==> src/sv/monotonic_timebase_ns_assert.svh <==
// assertion macros used by the timebase top module
`ifndef MONOTONIC_TIMEBASE_NS_ASSERT_SVH
`define MONOTONIC_TIMEBASE_NS_ASSERT_SVH

// same-cycle implication, sampled on clk_i, off while in reset
`define MTNS_ASSERT_NOW(lbl, ante, cons) \
  lbl: assert property (@(posedge clk_i) disable iff (!rst_ni) (ante) |-> (cons)) \
    else $error("timebase check failed");

// next-cycle implication, sampled on clk_i, off while in reset
`define MTNS_ASSERT_NEXT(lbl, ante, cons) \
  lbl: assert property (@(posedge clk_i) disable iff (!rst_ni) (ante) |=> (cons)) \
    else $error("timebase check failed");

`endif

==> src/sv/mtns_pkg.sv <==
// shared types and constants of the nanosecond timebase
package mtns_pkg;

  localparam int ValW  = 64;
  localparam int RateW = 34;
  localparam int ProdW = ValW + RateW;
  localparam int CntW  = $clog2(ValW + 1);

  localparam logic [RateW-1:0] NsPerSec = RateW'(1000000000);

  typedef enum logic [1:0] {
    CMD_TICK   = 2'd0,
    CMD_READ   = 2'd1,
    CMD_CYC2NS = 2'd2,
    CMD_NS2CYC = 2'd3
  } cmd_e;

  typedef enum logic [1:0] {
    CFG_ENABLED    = 2'd0,
    CFG_TICK_HZ    = 2'd1,
    CFG_COUNTER_HZ = 2'd2,
    CFG_CYCLE_BASE = 2'd3
  } cfg_idx_e;

  typedef enum logic [1:0] {
    SC_IDLE,
    SC_MUL,
    SC_CHK,
    SC_DIV
  } sc_state_e;

  typedef enum logic [2:0] {
    ST_IDLE,
    ST_ISSUE,
    ST_WAIT_MARK,
    ST_WAIT_NS,
    ST_CLAMP,
    ST_WAIT_DER,
    ST_WAIT_CONV,
    ST_DONE
  } top_state_e;

  typedef struct packed {
    logic start;
    logic skip_mul;
  } sc_req_t;

  typedef struct packed {
    logic done;
    logic sat;
  } sc_rsp_t;

endpackage

==> src/sv/mtns_scale.sv <==
// bit-serial saturating floor(v * m / d): shift-add multiply (skipped on request) then restoring divide
module mtns_scale (
  input  logic                          clk_i,
  input  logic                          rst_ni,
  input  mtns_pkg::sc_req_t             req_i,
  input  logic [mtns_pkg::ValW-1:0]     v_i,
  input  logic [mtns_pkg::RateW-1:0]    m_i,
  input  logic [mtns_pkg::RateW-1:0]    d_i,
  output mtns_pkg::sc_rsp_t             rsp_o,
  output logic [mtns_pkg::ValW-1:0]     quot_o,
  output logic [mtns_pkg::RateW-1:0]    rem_o
);

  mtns_pkg::sc_state_e             state_q, state_d;
  logic [mtns_pkg::CntW-1:0]       cnt_q, cnt_d;
  logic                            done_q, done_d;
  logic                            sat_q, sat_d;
  logic [mtns_pkg::ProdW-1:0]      acc_q, acc_d;
  logic [mtns_pkg::ValW-1:0]       v_q, v_d;
  logic [mtns_pkg::RateW-1:0]      m_q, m_d;
  logic [mtns_pkg::RateW-1:0]      d_q, d_d;
  logic [mtns_pkg::RateW-1:0]      rem_q, rem_d;
  logic [mtns_pkg::RateW:0]        trial;
  logic [mtns_pkg::RateW:0]        diff;
  logic                            ge;

  // one divisor compare per cycle
  assign trial = {rem_q, acc_q[mtns_pkg::ValW-1]};
  assign diff  = trial - {1'b0, d_q};
  assign ge    = trial >= {1'b0, d_q};

  // sequencer: multiply one multiplier bit a cycle, then one quotient bit a cycle
  always_comb begin
    state_d = state_q;
    cnt_d   = cnt_q;
    done_d  = 1'b0;
    sat_d   = sat_q;
    acc_d   = acc_q;
    v_d     = v_q;
    m_d     = m_q;
    d_d     = d_q;
    rem_d   = rem_q;
    unique case (state_q)
      mtns_pkg::SC_IDLE: begin
        if (req_i.start) begin
          v_d   = v_i;
          m_d   = m_i;
          d_d   = d_i;
          sat_d = 1'b0;
          if (req_i.skip_mul) begin
            acc_d   = {{mtns_pkg::RateW{1'b0}}, v_i};
            state_d = mtns_pkg::SC_CHK;
          end else begin
            acc_d   = '0;
            cnt_d   = mtns_pkg::CntW'(mtns_pkg::RateW);
            state_d = mtns_pkg::SC_MUL;
          end
        end
      end
      mtns_pkg::SC_MUL: begin
        acc_d = {acc_q[mtns_pkg::ProdW-2:0], 1'b0}
              + (m_q[mtns_pkg::RateW-1] ? {{mtns_pkg::RateW{1'b0}}, v_q}
                                         : {mtns_pkg::ProdW{1'b0}});
        m_d   = {m_q[mtns_pkg::RateW-2:0], 1'b0};
        cnt_d = cnt_q - 1'b1;
        if (cnt_q == mtns_pkg::CntW'(1)) begin
          state_d = mtns_pkg::SC_CHK;
        end
      end
      mtns_pkg::SC_CHK: begin
        // quotient reaches 2^64 exactly when the upper product part is at least d
        if (acc_q[mtns_pkg::ProdW-1:mtns_pkg::ValW] >= d_q) begin
          sat_d   = 1'b1;
          done_d  = 1'b1;
          state_d = mtns_pkg::SC_IDLE;
        end else begin
          rem_d   = acc_q[mtns_pkg::ProdW-1:mtns_pkg::ValW];
          cnt_d   = mtns_pkg::CntW'(mtns_pkg::ValW);
          state_d = mtns_pkg::SC_DIV;
        end
      end
      mtns_pkg::SC_DIV: begin
        rem_d = ge ? diff[mtns_pkg::RateW-1:0] : trial[mtns_pkg::RateW-1:0];
        acc_d[mtns_pkg::ValW-1:0] = {acc_q[mtns_pkg::ValW-2:0], ge};
        cnt_d = cnt_q - 1'b1;
        if (cnt_q == mtns_pkg::CntW'(1)) begin
          done_d  = 1'b1;
          state_d = mtns_pkg::SC_IDLE;
        end
      end
      default: state_d = mtns_pkg::SC_IDLE;
    endcase
  end

  // control registers
  always_ff @(posedge clk_i or negedge rst_ni) begin
    if (!rst_ni) begin
      state_q <= mtns_pkg::SC_IDLE;
      cnt_q   <= '0;
      done_q  <= 1'b0;
    end else begin
      state_q <= state_d;
      cnt_q   <= cnt_d;
      done_q  <= done_d;
    end
  end

  // datapath registers
  always_ff @(posedge clk_i) begin
    sat_q <= sat_d;
    acc_q <= acc_d;
    v_q   <= v_d;
    m_q   <= m_d;
    d_q   <= d_d;
    rem_q <= rem_d;
  end

  assign rsp_o.done = done_q;
  assign rsp_o.sat  = sat_q;
  assign quot_o     = acc_q[mtns_pkg::ValW-1:0];
  assign rem_o      = rem_q;

endmodule

==> src/sv/monotonic_timebase_ns.sv <==
// monotonic nanosecond timebase: tick count, clamped reads and rate conversions
//
//   channel  | handshake                  | payload
//   ---------+----------------------------+----------------------------------------
//   in       | in_valid_i / in_stall_o    | command_i, cycle_count_i, operand_value_i
//   out      | out_valid_o / out_stall_i  | result_value_o, tick_count_o, second_mark_o
//   cfg      | cfg_valid_i / cfg_ready_o  | cfg_index_i, cfg_data_i
//
// one item at a time; the bit-serial scaler (34 multiply steps, one saturation
// check, 64 divide steps) sets the time from accept to out_valid_o; a tick skips
// the multiply, a conversion scales once and a read may scale twice.
// reset clears the tick count, last time and all configuration registers.
// a finished result waits in the output register; the next item is taken meanwhile.
module monotonic_timebase_ns (
  input  logic                       clk_i,
  input  logic                       rst_ni,
  input  logic                       in_valid_i,
  output logic                       in_stall_o,
  input  logic [1:0]                 command_i,
  input  logic [mtns_pkg::ValW-1:0]  cycle_count_i,
  input  logic [mtns_pkg::ValW-1:0]  operand_value_i,
  output logic                       out_valid_o,
  input  logic                       out_stall_i,
  output logic [mtns_pkg::ValW-1:0]  result_value_o,
  output logic [mtns_pkg::ValW-1:0]  tick_count_o,
  output logic                       second_mark_o,
  input  logic                       cfg_valid_i,
  output logic                       cfg_ready_o,
  input  logic [1:0]                 cfg_index_i,
  input  logic [mtns_pkg::ValW-1:0]  cfg_data_i
);

`include "monotonic_timebase_ns_assert.svh"

  mtns_pkg::top_state_e            state_q, state_d;
  logic                            enabled_q;
  logic [29:0]                     tick_hz_q;
  logic [mtns_pkg::RateW-1:0]      counter_hz_q;
  logic [mtns_pkg::ValW-1:0]       cycle_base_q;
  logic [mtns_pkg::ValW-1:0]       tick_total_q, tick_total_d;
  logic [mtns_pkg::ValW-1:0]       last_ns_q, last_ns_d;
  mtns_pkg::cmd_e                  cmd_q;
  logic [mtns_pkg::ValW-1:0]       cyc_q, opv_q;
  logic [mtns_pkg::ValW-1:0]       res_q, res_d;
  logic                            mark_q, mark_d;
  logic                            out_valid_q, out_valid_d;
  logic [mtns_pkg::ValW-1:0]       result_value_q, tick_count_q;
  logic                            second_mark_q;
  logic                            in_acc, out_acc, out_load;
  logic                            sc_wait;

  mtns_pkg::sc_req_t               sc_req;
  mtns_pkg::sc_rsp_t               sc_rsp;
  logic [mtns_pkg::ValW-1:0]       sc_v, sc_quot, sc_val, ns_c;
  logic [mtns_pkg::RateW-1:0]      sc_m, sc_d, sc_rem, tick_hz_w, rate;

  assign in_acc      = in_valid_i && !in_stall_o;
  assign out_acc     = out_valid_q && !out_stall_i;
  assign in_stall_o  = state_q != mtns_pkg::ST_IDLE;
  assign cfg_ready_o = 1'b1;

  assign tick_hz_w = {4'd0, tick_hz_q};
  assign rate      = (counter_hz_q != '0) ? counter_hz_q : tick_hz_w;
  assign sc_val    = sc_rsp.sat ? {mtns_pkg::ValW{1'b1}} : sc_quot;
  assign ns_c      = (res_q < last_ns_q) ? last_ns_q : res_q;
  assign out_load  = (state_q == mtns_pkg::ST_DONE) && (!out_valid_q || !out_stall_i);

  // sequencer is waiting on the scaler
  assign sc_wait = (state_q == mtns_pkg::ST_WAIT_MARK) || (state_q == mtns_pkg::ST_WAIT_NS) ||
                   (state_q == mtns_pkg::ST_WAIT_DER) || (state_q == mtns_pkg::ST_WAIT_CONV);

  mtns_scale u_scale (
    .clk_i  (clk_i),
    .rst_ni (rst_ni),
    .req_i  (sc_req),
    .v_i    (sc_v),
    .m_i    (sc_m),
    .d_i    (sc_d),
    .rsp_o  (sc_rsp),
    .quot_o (sc_quot),
    .rem_o  (sc_rem)
  );

  // command sequencer
  always_comb begin
    state_d         = state_q;
    tick_total_d    = tick_total_q;
    last_ns_d       = last_ns_q;
    res_d           = res_q;
    mark_d          = mark_q;
    sc_req.start    = 1'b0;
    sc_req.skip_mul = 1'b0;
    sc_v            = opv_q;
    sc_m            = mtns_pkg::NsPerSec;
    sc_d            = rate;
    unique case (state_q)
      mtns_pkg::ST_IDLE: begin
        if (in_acc) begin
          state_d = mtns_pkg::ST_ISSUE;
        end
      end
      mtns_pkg::ST_ISSUE: begin
        res_d  = '0;
        mark_d = 1'b0;
        state_d = mtns_pkg::ST_DONE;
        unique case (cmd_q)
          mtns_pkg::CMD_TICK: begin
            tick_total_d = tick_total_q + 1'b1;
            sc_v = tick_total_q + 1'b1;
            sc_d = tick_hz_w;
            sc_req.skip_mul = 1'b1;
            if (tick_hz_q != '0) begin
              sc_req.start = 1'b1;
              state_d = mtns_pkg::ST_WAIT_MARK;
            end
          end
          mtns_pkg::CMD_READ: begin
            if (enabled_q) begin
              if (counter_hz_q != '0) begin
                sc_v = cyc_q - cycle_base_q;
                sc_d = counter_hz_q;
                sc_req.start = 1'b1;
                state_d = mtns_pkg::ST_WAIT_NS;
              end else if (tick_hz_q != '0) begin
                sc_v = tick_total_q;
                sc_d = tick_hz_w;
                sc_req.start = 1'b1;
                state_d = mtns_pkg::ST_WAIT_NS;
              end else begin
                state_d = mtns_pkg::ST_CLAMP;
              end
            end
          end
          mtns_pkg::CMD_CYC2NS: begin
            if (rate != '0) begin
              sc_req.start = 1'b1;
              state_d = mtns_pkg::ST_WAIT_CONV;
            end
          end
          mtns_pkg::CMD_NS2CYC: begin
            sc_m = rate;
            sc_d = mtns_pkg::NsPerSec;
            if (rate != '0) begin
              sc_req.start = 1'b1;
              state_d = mtns_pkg::ST_WAIT_CONV;
            end
          end
          default: state_d = mtns_pkg::ST_DONE;
        endcase
      end
      mtns_pkg::ST_WAIT_MARK: begin
        if (sc_rsp.done) begin
          mark_d  = sc_rem == '0;
          state_d = mtns_pkg::ST_DONE;
        end
      end
      mtns_pkg::ST_WAIT_NS: begin
        if (sc_rsp.done) begin
          res_d   = sc_val;
          state_d = mtns_pkg::ST_CLAMP;
        end
      end
      mtns_pkg::ST_CLAMP: begin
        // never report less than before; then pull the tick count up to match
        res_d     = ns_c;
        last_ns_d = ns_c;
        sc_v      = ns_c;
        sc_m      = tick_hz_w;
        sc_d      = mtns_pkg::NsPerSec;
        if (tick_hz_q != '0) begin
          sc_req.start = 1'b1;
          state_d = mtns_pkg::ST_WAIT_DER;
        end else begin
          state_d = mtns_pkg::ST_DONE;
        end
      end
      mtns_pkg::ST_WAIT_DER: begin
        if (sc_rsp.done) begin
          if (sc_val > tick_total_q) begin
            tick_total_d = sc_val;
          end
          state_d = mtns_pkg::ST_DONE;
        end
      end
      mtns_pkg::ST_WAIT_CONV: begin
        if (sc_rsp.done) begin
          res_d   = sc_val;
          state_d = mtns_pkg::ST_DONE;
        end
      end
      mtns_pkg::ST_DONE: begin
        if (out_load) begin
          state_d = mtns_pkg::ST_IDLE;
        end
      end
      default: state_d = mtns_pkg::ST_IDLE;
    endcase
  end

  // output register valid
  always_comb begin
    out_valid_d = out_valid_q;
    if (out_acc) begin
      out_valid_d = 1'b0;
    end
    if (out_load) begin
      out_valid_d = 1'b1;
    end
  end

  // control and architectural state
  always_ff @(posedge clk_i or negedge rst_ni) begin
    if (!rst_ni) begin
      state_q      <= mtns_pkg::ST_IDLE;
      tick_total_q <= '0;
      last_ns_q    <= '0;
      out_valid_q  <= 1'b0;
    end else begin
      state_q      <= state_d;
      tick_total_q <= tick_total_d;
      last_ns_q    <= last_ns_d;
      out_valid_q  <= out_valid_d;
    end
  end

  // configuration registers
  always_ff @(posedge clk_i or negedge rst_ni) begin
    if (!rst_ni) begin
      enabled_q    <= 1'b0;
      tick_hz_q    <= '0;
      counter_hz_q <= '0;
      cycle_base_q <= '0;
    end else if (cfg_valid_i && cfg_ready_o) begin
      unique case (mtns_pkg::cfg_idx_e'(cfg_index_i))
        mtns_pkg::CFG_ENABLED:    enabled_q    <= cfg_data_i[0];
        mtns_pkg::CFG_TICK_HZ:    tick_hz_q    <= cfg_data_i[29:0];
        mtns_pkg::CFG_COUNTER_HZ: counter_hz_q <= cfg_data_i[mtns_pkg::RateW-1:0];
        mtns_pkg::CFG_CYCLE_BASE: cycle_base_q <= cfg_data_i;
        default: ;
      endcase
    end
  end

  // item capture, working result and output payload
  always_ff @(posedge clk_i) begin
    if (in_acc) begin
      cmd_q <= mtns_pkg::cmd_e'(command_i);
      cyc_q <= cycle_count_i;
      opv_q <= operand_value_i;
    end
    res_q  <= res_d;
    mark_q <= mark_d;
    if (out_load) begin
      result_value_q <= res_q;
      tick_count_q   <= tick_total_q;
      second_mark_q  <= mark_q;
    end
  end

  assign out_valid_o    = out_valid_q;
  assign result_value_o = result_value_q;
  assign tick_count_o   = tick_count_q;
  assign second_mark_o  = second_mark_q;

  // checks
  `MTNS_ASSERT_NEXT(a_busy_after_accept, in_acc, state_q != mtns_pkg::ST_IDLE)
  `MTNS_ASSERT_NEXT(a_last_ns_monotonic, 1'b1, last_ns_q >= $past(last_ns_q))
  `MTNS_ASSERT_NOW(a_done_when_waiting, sc_rsp.done, sc_wait)

endmodule

==> config.mk <==
export PLATFORM = sky130hd
export DESIGN_NAME = monotonic_timebase_ns
export DESIGN_NICKNAME = d
export VERILOG_FILES = /design/src/sv/mtns_pkg.sv /design/src/sv/mtns_scale.sv /design/src/sv/monotonic_timebase_ns.sv
export VERILOG_INCLUDE_DIRS = /design/src /design/src/sv
export SDC_FILE = /design/constraint.sdc
export NUM_CORES = 2
export LEC_CHECK = 0
export BUFFER_PORTS_ARGS = -buffer_cell sky130_fd_sc_hd__buf_4
export CAP_MARGIN = 20
export CORE_AREA = 4 4 351 353
export CTS_CLUSTER_SIZE = 16
export DETAILED_ROUTE_END_ITERATION = 16
export DIE_AREA = 0 0 355 357
export PLACE_DENSITY = 0.71
export SLEW_MARGIN = 10
export SYNTH_ARGS = -nofsm -noshare
export SYNTH_HDL_FRONTEND = slang
export SYNTH_SLANG_ARGS = --single-unit
==> constraint.sdc <==
create_clock -name clk_i -period 9.1 [get_ports clk_i]
set_input_delay 2.73 -clock clk_i [delete_from_list [all_inputs] [get_ports clk_i]]
set_output_delay 2.73 -clock clk_i [all_outputs]
set_load 0.005 [all_outputs]
; Word-level counts from Yosys, hierarchy flattened
; Index checks and enable logic that the tools add are counted.
[classes]
addsub = 5
n_lt_le_gt_ge = 4
eq_ne = 32
muxes = 71
reduce_logical = 43
[ops]
columns = operator, n
row1 = 64-bit two-way mux, 11
row2 = 64-bit one-hot mux with 2 select lines, 3
row3 = 64-bit one-hot mux with 3 select lines, 2
row4 = 34-bit one-hot mux with 2 select lines, 5
row5 = 34-bit two-way mux, 8
row6 = 34-bit one-hot mux with 3 select lines, 1
row7 = 98-bit adder, 1
row8 = 98-bit two-way mux, 1
row9 = 34-bit nonzero test, 2
row10 = "64-bit by 1-bit adder with 64-bit output, second input constant", 1
row11 = 64-bit > comparator, 1
row12 = 64-bit less-than comparator, 1
row13 = 64-bit subtractor, 1
row14 = 35-bit by 34-bit greater-or-equal comparator with 1-bit output, 1
row15 = 34-bit greater-or-equal comparator, 1
row16 = 34-bit logical NOT, 1
row17 = 34-bit subtractor, 1
row18 = 30-bit nonzero test, 1
row19 = 3-bit two-way mux, 8
row20 = 7-bit two-way mux, 3
row21 = 7-bit one-hot mux with 3 select lines, 1
row22 = "2-bit by 1-bit inequality test with 1-bit output, second input constant", 10
row23 = 2-bit AND reduction, 10
row24 = 3-bit one-hot mux with 6 select lines, 1
row25 = 25 further kinds, 79
[totals]
reg_bits = 860
out_inout_bits = 132
word_cells = 181

; Depth between registers and ports, before layout
[depth]
word_depth = 9
mapped_depth = 20
mapped_depth_nobuf = 14

; Hierarchy
; From an unflattened synthesis, not the netlist that was laid out.
[unflattened]
hier_cells = 5541
hier_area_um2 = 53950.5
[by_module_without_submodules]
columns = mod, instances, cells_per_inst, area_each_um2, seq_area_each_um2
row1 = monotonic_timebase_ns, 1, 3564, 34903.5, 16260.6
row2 = mtns_scale, 1, 1977, 19047.0, 8207.9

; Least setup slack after synthesis
; Ideal clock, no wire load.
[synth_path]
kind = input to register
startpoint = input out_stall_i
endpoint = register result_value_q (netlist bit result_value_o[0]) (enable)
setup_time_ps = 619
arrival_ps = 8266
setup_slack_ps = 215
path_stages = 3
path_cell_list = nand2_1 -> nand2_1 -> nor2_1
[synth_between]
elab_chain_len = 3
[synth_rtl]
columns = item, line_no
row1 = "start, declared", monotonic_timebase_ns.sv:23  ; input logic out_stall_i,
row2 = 1-bit logical NOT, monotonic_timebase_ns.sv:66  ; assign out_load = (state_q == mtns_pkg::ST_DONE) && (!out_valid_q || !out_stall_i);
row3 = 1-bit logical OR, monotonic_timebase_ns.sv:66
row4 = 1-bit logical AND, monotonic_timebase_ns.sv:66
row5 = net out_load, monotonic_timebase_ns.sv:49  ; logic in_acc, out_acc, out_load;
row6 = "end signal, assigned", monotonic_timebase_ns.sv:254  ; result_value_q <= res_q;
row7 = "end, declared", monotonic_timebase_ns.sv:47  ; logic [mtns_pkg::ValW-1:0] result_value_q, tick_count_q;
; The timed path passes the listed nets, and every way through them passes these cells.
; A chain may end at the register's enable or synchronous reset.

; Final worst setup path
[layout_path]
startpoint = register tick_total_q[1] (netlist bit)
endpoint = register u_scale.v_q[45] (netlist bit), data pin
[layout_between]
elab_chain_len = 3
[layout_rtl]
columns = item, line_no
row1 = "start, declared", monotonic_timebase_ns.sv:40  ; logic [mtns_pkg::ValW-1:0] tick_total_q, tick_total_d;
row2 = "start signal, assigned", monotonic_timebase_ns.sv:220  ; tick_total_q <= tick_total_d;
row3 = 64-bit by 1-bit adder with 64-bit output, monotonic_timebase_ns.sv:109  ; sc_v = tick_total_q + 1'b1;
row4 = 64-bit one-hot mux with 2 select lines, monotonic_timebase_ns.sv:106  ; unique case (cmd_q)
row5 = 64-bit one-hot mux with 2 select lines, monotonic_timebase_ns.sv:96  ; unique case (state_q)
row6 = "net sc_v, one bit", monotonic_timebase_ns.sv:54  ; logic [mtns_pkg::ValW-1:0] sc_v, sc_quot, sc_val, ns_c;
row7 = "end signal, assigned", mtns_scale.sv:112  ; v_q <= v_d;
row8 = "end, declared", mtns_scale.sv:19  ; logic [mtns_pkg::ValW-1:0] v_q, v_d;
; The timed path passes the listed nets, and every way through them passes these cells.

==> results.yml <==
critical_path:
  path_cells: "nand3_2 -> nor4_1 -> nand4_1 -> nor2_1 -> and2_1 -> nand3_1 -> xnor2_1 -> o221ai_1 -> nor2_1 -> a21oi_1 -> o21ai_0"
  cp_slowest_stage_delay_ns: 1.05
  cp.arrival_ns: 6.07
  endpoint_kind: "flip-flop"
  cpLargestDelayFamily: "simple AND/OR/NAND/NOR gates"
  worstSetupPathType: "flip-flop to flip-flop"
  path_buf_inv: 0
  path_depth: 11
  critPathMaxFanout: 8
  required_ns: 9.52
  cp-start-kind: "flip-flop"
  reg2regPathDepth: 11
  cp_common_cell: "nor2_1"
  cp_slowest_cell: "nor4_1"
route:
  drc: 0
  drtIter0Drc: 7380
  routed_via_density: 6.34
  routed_wl_mm: 213
  ant_nets: 0
  dr_total_vias: 46500
  drt_pass1_iterations: 7
  wire_per_inst_um: 29.0
floorplan:
  ios: 333
  die_h_um: 357
  row_count: 127
  die_x_um: 355
  start_util: 0.439
  coreArea_um2: 120000
  die_area_um2: 127000
cts:
  cts_root_buf: "clkbuf_16"
  hold_buffers: 0
  cts.clk_slew.worst_paths_ns: 0.07
  post_cts_resized: 0
  cts-htree-levels: 3
  clkLatencyLatePin_ns: 0.74
  cts-buffers-inserted: 92
  post_cts_buffers: 0
  cts_tree: "yes"
  clock-sinks: 860
  cts_buffer_depth: 3
timing:
  max_freq_mhz: 177
  skew_ns: 0.0493
  timing.final.crit_share: 0.621
  rsz0062_at_grt: "no"
  tns_ns: 0
  slew_violations: 0
  whs_ns: 0.421
  finalSetupViolations: 0
  max_slew.worst_pin.slew_ns: 1.21
  period_minus_slack_ns: 5.65
  max_slew_margin: 0.195
  final_hold_viol_count: 0
global_routing:
  grt_use_total: 0.324
  grt_first_pass_wirelength_mm: 303
  antenna_found_initial: 21
  grt_pass1_vias: 43000
  overflow: 0
  grt_max_degree: 146
pwr:
  p_per_area_nw_per_um2: 376
  ir_worst_vdd_mv: 0.312
  p_leak_uw: 0.0242
place:
  dpl.hpwl_mm: 160
  io_buffers: 331
  finalWeightedCongestion: 1.13
synthesis:
  synth-edff-count: 589
  async_reset_ff_frac: 0.315
  avgSynthCellArea_um2: 9.67
  synth-warning-count: 0
  ys_seq_elements: 860
  syn-cell-area_um2: 52600
  synthDistinctLibCells: 95
  ys_seq_area_frac: 0.465
  ys.flop_type: "edfxtp_1"
  syn_nets: 5972
  synth_cells: 5443
final_layout:
  syn2layout_area_growth_pct: 13.9
  layout.nets: 6171
  final_layout_size_suffix_gt1_frac: 0.142
flow_run:
  maxCapViolations: 0
worst_hold_path:
  holdPathStages: 0
  worstHoldPathType: "flip-flop to flip-flop"
status:
  outcome: "finished, final reports clean"
[worst register-to-register path, cell delays in order (launching register included)]
cell	delay (ns)
dfrtp_1	0.70
nand3_2	0.30
nor4_1	1.06
nand4_1	0.67
nor2_1	0.55
and2_1	0.24
nand3_1	0.23
xnor2_1	0.20
o221ai_1	0.62
nor2_1	0.08
a21oi_1	0.45
o21ai_0	0.25
[area by class of cell]
type,count,area (um^2)
Timing Repair Buffer,408,3080
Clock inverter,45,584
Clock buffer,129,2640
Fill cell,10900,59900
Multi-Input combinational cell,3948,25900
Tap cell,1612,2020
Antenna cell,8,20.0
Sequential cell,860,24500
Inverter,332,1250
[stage by stage]
| stage | total power (uW) | utilization | instance area, um^2 | cells | worst slack, ns |
|---|---|---|---|---|---|
| global placement | 17900 | 0.473 | 56700 | 7158 | 3.98 |
| floorplan | 13700 | - | 52600 | 5443 | 0.215 |
| finish | 22500 | 0.500 | 59900 | 7342 | 3.45 |
| global route | 23500 | 0.500 | 59900 | 7336 | 3.68 |
| CTS | 22000 | 0.500 | 59900 | 7332 | 4.00 |
| detailed placement | 17900 | 0.473 | 56700 | 7158 | 4.03 |
[synthesized netlist by cell type (127+ instances only)]
cell type | count | area share
a21o_1 | 144 | 0.021
a21oi_1 | 433 | 0.041
clkbuf_1 | 249 | 0.018
dfrtp_1 | 271 | 0.13
edfxtp_1 | 589 | 0.34
ha_1 | 325 | 0.077
inv_1 | 331 | 0.024
mux2_2 | 136 | 0.029
nand2_1 | 471 | 0.034
nand3_1 | 127 | 0.012
nor2_1 | 493 | 0.035
o21ai_0 | 433 | 0.041
xnor2_1 | 151 | 0.025
[kinds of logic (layout without fill, tap and decap cells)]
| family | Yosys count | after routing | synth area share |
|---|---|---|---|
| AOI/OAI and AO/OA | 1617 | 1617 | 0.195 |
| xor gates and xnor gates | 220 | 220 | 0.0366 |
| adders and majority gates | 328 | 328 | 0.0784 |
| buffers and inverters | 635 | 914 | 0.0463 |
| DFF | 860 | 860 | 0.465 |
| muxes | 159 | 159 | 0.0335 |
| other | 1 | 9 | 0.0000712 |
| and+or+nand+nor | 1623 | 1623 | 0.145 |
[sequential cells by signal, summed over array words and instances (netlist names), 2 cells and up]
signal / count
u_scale.rem_o: 34
res_q: 64
u_scale.m_q: 34
cyc_q: 64
result_value_o: 64
u_scale.v_q: 64
cmd_q: 2
u_scale.d_q: 34
u_scale.acc_q: 98
opv_q: 64
state_q: 3
cycle_base_q: 64
u_scale.cnt_q: 7
tick_hz_q: 30
tick_count_o: 64
counter_hz_q: 34
last_ns_q: 64
u_scale.state_q: 2
tick_total_q: 64
[where the power goes]
part / total (uW) / leakage, uW / internal (uW) / switching (uW)
clock network: 4050 / 0.00156 / 2290 / 1750
logic: 11000 / 0.0137 / 3670 / 7290
registers: 7530 / 0.00897 / 6070 / 1470
total: 22500 / 0.0242 / 12000 / 10500
[cells in the final DEF (no fill, tap or decap), types with 136 or more instances in the layout]
cell type / synthesis / routed
edfxtp_1: 589 / 589
a21o_1: 144 / 143
buf_4: 3 / 404
mux2_2: 136 / 136
xnor2_1: 151 / 151
dfrtp_1: 271 / 268
nor2_1: 493 / 486
a21oi_1: 433 / 433
inv_1: 331 / 330
ha_1: 325 / 325
nand2_1: 471 / 467
o21ai_0: 433 / 430
[worst paths after layout]
path                                    endpoint  slack, ns             from
worst min-delay path               second_mark_o       0.42           mark_q
min in group asynchronous       tick_total_q[16]       1.97           rst_ni
worst max-delay path             u_scale.v_q[45]       3.45  tick_total_q[1]
worst min register to register     second_mark_o       0.42           mark_q
worst max register to register   u_scale.v_q[45]       3.45  tick_total_q[1]
max in group asynchronous       cycle_base_q[21]       5.71           rst_ni
[layer usage]
| layer | GRT usage | routed length [um] | vias up | part of all wire |
|---|---|---|---|---|
| met1 | 0.437 | 84200 | 22500 | 0.40 |
| met4 | 0.192 | 15000 | 14 | 0.071 |
| met5 | 0.00415 | 127 | - | 0.00060 |
| met2 | 0.448 | 84800 | 3042 | 0.40 |
| li1 | - | - | 20400 | - |
| met3 | 0.113 | 28500 | 588 | 0.13 |
Note: power is estimated with default switching activity, not from simulation.
